**src/hdl/gde_pkg.sv**
```systemverilog
// Shared package of the Gaussian density evaluator: field widths, register
// indexes, fixed-point constants and the elaboration-time exp table builder.
// No dependencies.
`default_nettype none

package gde_pkg;

  localparam int unsigned COORD_W = 32;
  localparam int unsigned COEF_W = 32;
  localparam int unsigned DENS_W = 32;
  localparam int unsigned CFG_DATA_W = 32;
  localparam int unsigned CFG_INDEX_W = 3;

  localparam int unsigned MAG_W = 24;
  localparam int unsigned SQ_W = 32;
  localparam int unsigned TERM_W = 48;
  localparam int unsigned Y_W = 33;
  localparam int unsigned ROM_W = 31;
  localparam int unsigned PROD_W = 63;
  localparam int unsigned SHIFT_W = 6;
  localparam int unsigned VAL_SHIFT = 30;
  localparam int unsigned MAX_EXP_N = 33;

  localparam int unsigned EXP_TABLE_ENTRIES_DEF = 256;
  localparam int unsigned FRAC_BITS_DEF = 24;

  localparam logic [30:0] LOG2E_Q30 = 31'd1549082005;
  localparam logic [63:0] LN2_Q30 = 64'd744261118;
  localparam logic [63:0] ONE_Q30 = 64'd1073741824;

  localparam logic [CFG_INDEX_W-1:0] REG_CENTER_X = 3'd0;
  localparam logic [CFG_INDEX_W-1:0] REG_CENTER_Y = 3'd1;
  localparam logic [CFG_INDEX_W-1:0] REG_INV_TWO_VAR_X = 3'd2;
  localparam logic [CFG_INDEX_W-1:0] REG_INV_TWO_VAR_Y = 3'd3;
  localparam logic [CFG_INDEX_W-1:0] REG_PEAK_SCALE = 3'd4;

  localparam logic [COORD_W-1:0] CENTER_RESET = 32'd0;
  localparam logic [COEF_W-1:0] INV_TWO_VAR_RESET = 32'd8388608;
  localparam logic [COEF_W-1:0] PEAK_SCALE_RESET = 32'd2670177;

  // Evaluates e^(-x) in Q30 with a Taylor series up to x^24; used only to build
  // the constant table at elaboration.
  function automatic logic [ROM_W-1:0] exp_q30(input logic [63:0] x);
    logic [63:0] sum;
    logic [63:0] term;
    sum = ONE_Q30;
    term = ONE_Q30;
    for (int k = 1; k <= 24; k++) begin
      term = ((term * x) >> 30) / 64'(k);
      if ((k % 2) == 1) begin
        sum = (sum >= term) ? sum - term : 64'd0;
      end else begin
        sum = sum + term;
      end
    end
    return sum[ROM_W-1:0];
  endfunction

endpackage

`default_nettype wire

```
**src/hdl/gde_axis.sv**
```systemverilog
// One axis of the exponent argument: offset from the center, saturated square
// and coefficient product over three register stages. Depends on gde_pkg.
`default_nettype none

module gde_axis (
  input  wire logic                              clk,
  input  wire logic [2:0]                        en,
  input  wire logic signed [gde_pkg::COORD_W-1:0] point,
  input  wire logic signed [gde_pkg::COORD_W-1:0] center,
  input  wire logic [gde_pkg::COEF_W-1:0]        coef,
  output logic [gde_pkg::TERM_W-1:0]             term
);

  logic signed [gde_pkg::COORD_W:0] diff;
  logic [gde_pkg::COORD_W:0]        mag_full;
  logic [gde_pkg::MAG_W-1:0]        mag;
  logic                             big;
  logic [2*gde_pkg::MAG_W-1:0]      mag_sq;
  logic [gde_pkg::SQ_W-1:0]         sq;
  logic [2*gde_pkg::SQ_W-1:0]       sq_coef;

  assign diff = {point[gde_pkg::COORD_W-1], point} - {center[gde_pkg::COORD_W-1], center};
  assign mag_full = diff[gde_pkg::COORD_W] ? (~diff + 1'b1) : diff;
  assign mag_sq = mag * mag;
  assign sq_coef = {{gde_pkg::SQ_W{1'b0}}, sq} * {{gde_pkg::SQ_W{1'b0}}, coef};

  // A magnitude of 2^24 or more squares past the saturation point.
  always_ff @(posedge clk) begin
    if (en[0]) begin
      mag <= mag_full[gde_pkg::MAG_W-1:0];
      big <= |mag_full[gde_pkg::COORD_W:gde_pkg::MAG_W];
    end
    if (en[1]) begin
      sq <= big ? {gde_pkg::SQ_W{1'b1}} : mag_sq[2*gde_pkg::MAG_W-1:16];
    end
    if (en[2]) begin
      term <= sq_coef[2*gde_pkg::SQ_W-1:16];
    end
  end

endmodule

`default_nettype wire

```
**config.mk**
```make
export PLATFORM = sky130hd
export DESIGN_NAME = gde_axis
export DESIGN_NICKNAME = d
export VERILOG_FILES = /design/src/hdl/gde_pkg.sv /design/src/hdl/gde_axis.sv
export SDC_FILE = /design/constraint.sdc
export NUM_CORES = 2
export LEC_CHECK = 0
export ABC_AREA = 0
export BUFFER_PORTS_ARGS = -buffer_cell sky130_fd_sc_hd__buf_2
export CELL_PAD_IN_SITES_DETAIL_PLACEMENT = 1
export CELL_PAD_IN_SITES_GLOBAL_PLACEMENT = 2
export CORE_MARGIN = 2
export CORE_UTILIZATION = 35
export DETAILED_ROUTE_END_ITERATION = 16
export PLACE_DENSITY_LB_ADDON = 0.1
export SLEW_MARGIN = 20
export SYNTH_ARGS = -nofsm -noshare
export SYNTH_HDL_FRONTEND = slang
export SYNTH_SLANG_ARGS = --single-unit
```
**constraint.sdc**
```tcl
create_clock -name clk -period 8.61 [get_ports clk]
set_input_delay 0.861 -clock clk [delete_from_list [all_inputs] [get_ports clk]]
set_output_delay 0.861 -clock clk [all_outputs]
set_load 0.01 [all_outputs]
```
Yosys cells after proc, flatten, opt, wreduce, memory -nomap -nowiden

Index checks and enable logic that the tools add are counted.

Mux-type cells: 1
Eq/ne operators: 0
Shift operators: 0
Add/sub/neg operators: 2
Div/mod/pow operators: 0
Reduce and logical (&&, ||, !) cells: 1
Magnitude comparators: 0
Multipliers: 2
Bitwise logic cells: 1

Operator list:

| operator                | count |
|---|---|
| $mul A32 B32 Y64        | 1 |
| $mul A24 B24 Y48        | 1 |
| $add A33 B1 Y33 const B | 1 |
| $mux W33                | 1 |
| $not A33 Y33            | 1 |
| $sub A32 B32 Y33        | 1 |
| $reduce_or A9 Y1        | 1 |

Register bits after elaboration: 105
Memories kept: 0
Output and inout port bits: 48
Latch bits: 0
ROM bits: 0
Input port bits: 100
RAM bits: 0
Logic and storage cells: 11

Logic depth before layout (Yosys ltp)

Depth in word-level cells: 5
Gate-level depth with buffers: 29
Mapped depth without buffers: 28

Least setup slack after synthesis

No wires, ideal clock.

Kind: in2reg
From: in coef[9] (netlist bit)
To: reg term[30] (netlist bit) (data pin)
Data arrival time: 7668 ps
Path buffers: 1
Required time: 8352 ps
Library setup time: 258 ps
Path slack: 684 ps
Stages: 25
Path through: clkbuf_1 -> and2_1 -> fa_1 -> fa_1 -> inv_1 -> fa_1 -> fa_1 -> inv_1 -> fa_1 -> fa_1 -> fa_1 -> fa_1 -> ha_1 -> a21oi_1 -> o21a_1 -> o2111ai_1 -> or3_1 -> o21a_1 -> nand2_1 -> o21ai_0 -> a21oi_1 -> o21ai_0 -> a311o_1 -> a21oi_1 -> xnor2_1

Word-level cells in the longest chain between the ends: 1

RTL lines:

| element               | line           | text |
|---|---|---|
| start, declared       | gde_axis.sv:10 | `input wire logic [gde_pkg::COEF_W-1:0] coef,` |
| $mul A32 B32 Y64      | gde_axis.sv:25 | `assign sq_coef = {{gde_pkg::SQ_W{1'b0}}, sq} * {{gde_pkg::SQ_W{1'b0}}, coef};` |
| net sq_coef (one bit) | gde_axis.sv:20 | `logic [2*gde_pkg::SQ_W-1:0] sq_coef;` |
| end signal, assigned  | gde_axis.sv:37 | `term <= sq_coef[2*gde_pkg::SQ_W-1:16];` |
| end, declared         | gde_axis.sv:11 | `output logic [gde_pkg::TERM_W-1:0] term` |

The timed path passes the listed nets, and every way through them passes these cells.
A chain may end at the register's enable or synchronous reset.

Worst setup path after layout

From: in coef[2] (netlist bit)
To: reg term[30] (netlist bit) (data pin)

Same word-level chain as after synthesis.

==> results.toml <==
[logic_synthesis]
synth_cell_types = 74
yosys_warnings = 0
synth-seq-area-share_pct = 5.870
synth-edff-count = 105
synth_top_cell_by_area = "fa_1"
synth.top_cell.area_share_pct = 49.16
synth_seq_cells = 105
syn_inst = 5728
avgSynthCellArea_um2 = 9.377
synthTopCellsByArea = "fa_1 49%, ha_1 11%, inv_1 10%"
syn_nets = 7614
synthFlopType = "edfxtp_1"
netlist_area_um2 = 53710
ys_async_sr_fraction_pct = 0

[critical_path]
cp_data_required_time_ns = 8.80
crit_arrival_ns = 8.41
path_common_cell = "fa_1"
r2r-start = "mag[6]"
rr_endpoint = "sq[24]"
critPathBufInv = 7
cp_max_fo = 14
cp_slowest_stage_delay_ns = 0.55
crit_start = "coef[2]"
start_kind = "input port"
end_kind = "flop"
ff2ff_setup_slack_ns = 0.44
crit_slowest_cell = "fa_1"
cp.depth = 28
crit_type = "input port to flop"
worst-r2r-cell-count = 28
cpLargestDelayFamily = "adder cells"
endpoint = "term[30]"

[timing]
worstMarginPinSlew_ns = 0.9645
fin_crit_ns = 8.223
drv_slew = 0
post-route-period-util_pct = 95.51
holdWs_ns = 0.7755
slew_headroom_pct = 35.63
skew_ns = 0.04088
finalWorstSetupSlack_ns = 0.3868
setup_violations = 0
rsz0062_at_grt = "false"
final-hold-violation-count = 0
max_freq_mhz = 121.6

[layout]
fin_util_pct = 38.69
fin_cells = 7954
fillers = 17580
syn_to_final_growth_pct = 9.560
finalNetCount = 7803
layout-drive-gt1-share_pct = 8.240

[hold_path]
hp-class = "flop to flop"

[clocking]
cts_tree = "yes"
root_buffer = "clkbuf_16"
postCtsHoldBufs = 0
cts_sinks = 105
h-tree-depth = 3
cts_max_path_buffers = 2
clk_pin_slew_ns = 0.09
clock_latency_ns = 0.48
cts_made_buffers = 9

[flow_run]
cap_viol_max_count = 0

[global_routing]
grt_overflow = 0
antenna_found_initial = 17
grt_pass1_wl_um = 261200
grt_use_total_pct = 21.76
grt_pass1_vias = 43290
grt_max_degree = 49

[floorplan]
io_pins = 148
core-area_um2 = 152100
row_count = 143
die_h_um = 395.7
start_util_pct = 35.32
die_x_um = 395.7
dieArea_um2 = 156600

[placed_design]
hpwl_um = 139800
numPortBuffers = 147
gp_congestion = 0.8213
dp_slack_ns = -0.4912
dpl.cell_count = 7930

[route]
wl_per_cell_um = 20.64
num_vias = 37460
route.detailed.drc = 0
ant_nets = 0
via_per_inst = 4.709
routed_wirelength_um = 164200
drt_pass1_iterations = 5
first_iter_violations = 1395

[status]
status = "finished, final reports clean"
-- cells by family (layout without fill, tap and decap cells) --
group	after synthesis	in the layout	synth area share [%]
mux	5	5	0.1002
other cells	0	2	0
simple gates	1618	1618	15.46
fa+ha+maj	1786	1786	60.04
xor+xnor	130	130	2.120
compound gates	343	343	4.233
buf+inv	1741	1935	12.17
flops	105	105	5.870
-- state kept, by name, summed over array words and instances, names as in the netlist --
name / count
term: 48
big: 1
mag: 24
sq: 32
-- routing by layer --
layer	vias up	global-route usage, %	wire (µm)
met1	19910	31.76	80680
met4	8	2.444	1305
met3	60	1.652	4183
met5	-	0	51
li1	17080	-	-
met2	396	36.37	77990
-- layout make-up --
cell class	instances	area [µm²]	share of cell area (%)
Multi-Input combinational cell	3882	44040	74.83
Tap cell	2030	2540	4.316
Antenna cell	2	5.005	0.008505
Clock buffer	9	225.2	0.3827
Sequential cell	105	3153	5.358
Timing Repair Buffer	438	3238	5.503
Inverter	1481	5559	9.447
Clock inverter	7	88.84	0.1510
-- layout by cell type, fill, tap and decap left out, types with 5 or more instances in the layout --
master	synthesis	routed
nand2b_1	16	16
and2_1	725	725
edfxtp_1	105	105
o21ai_1	4	7
o2111ai_1	5	5
and3_1	20	20
a211oi_1	8	8
o211ai_1	7	7
o31ai_1	8	8
nand3_1	18	18
xnor2_1	72	72
a21oi_1	105	103
or3_1	7	7
a31oi_1	21	21
a21o_1	60	60
nor3b_1	6	6
nor2_1	91	91
nor2b_1	25	25
buf_4	0	267
buf_12	0	25
buf_2	2	145
inv_1	1480	1480
clkbuf_16	0	9
o21bai_1	7	7
nand4_1	20	20
nor3_1	24	23
or2_2	10	10
fa_1	1319	1319
xor2_1	58	58
o21ai_0	48	45
o21a_1	17	16
ha_1	467	467
nand2_1	637	637
-- repair_timing --
item                       in CTS  in global routing
setup endpoints to repair       1                 11
gates resized for setup         2                  8
pin swaps                       0                  1
setup buffers                   0                  6
-- synthesized netlist by cell type (all sizes together) (3+ instances only) --
| cell | instances |
|---|---|
| o2111ai | 6 |
| a211oi | 9 |
| nor3 | 25 |
| and4 | 4 |
| buf | 5 |
| o21bai | 7 |
| a21o | 60 |
| nand4 | 20 |
| o31ai | 8 |
| nand2 | 637 |
| o21a | 17 |
| xor2 | 58 |
| clkbuf | 255 |
| inv | 1481 |
| xnor2 | 72 |
| fa | 1319 |
| a31oi | 21 |
| a21oi | 105 |
| a2111oi | 5 |
| a21boi | 5 |
| nand3 | 18 |
| nor2b | 25 |
| o22ai | 4 |
| or2 | 10 |
| o21ai | 52 |
| and2 | 725 |
| a311oi | 5 |
| a31o | 3 |
| and3 | 20 |
| mux2 | 3 |
| nand2b | 16 |
| a211o | 4 |
| nor4 | 4 |
| nor2 | 91 |
| or3 | 7 |
| ha | 467 |
| nor3b | 6 |
| edfxtp | 105 |
| o211a | 3 |
| a311o | 3 |
| o211ai | 7 |
-- how the worst min path moves through the flow --
stage | start | endpoint | slack, ns | depth (start not counted)
after global placement | big | sq[20] | 0.80 | 1
after floorplan | big | sq[20] | 0.51 | 1
final | big | sq[20] | 0.78 | 1
after CTS | big | sq[20] | 0.83 | 1
after global routing | big | sq[20] | 0.80 | 1
after detailed placement | big | sq[20] | 0.80 | 1
-- stage by stage --
| stage | TNS, ns | cell area (µm²) |
|---|---|---|
| 2_1_floorplan | 0 | 53710 |
| 3_3_place_gp | -3.121 | 58460 |
| 3_5_place_dp | -3.931 | 58460 |
| 4_1_cts | 0 | 58780 |
| 5_1_grt | 0 | 58840 |
| 6_report | 0 | 58850 |
Power is not shown: default switching activity piles up to over one toggle a cycle in this logic, so the estimate is an artifact.
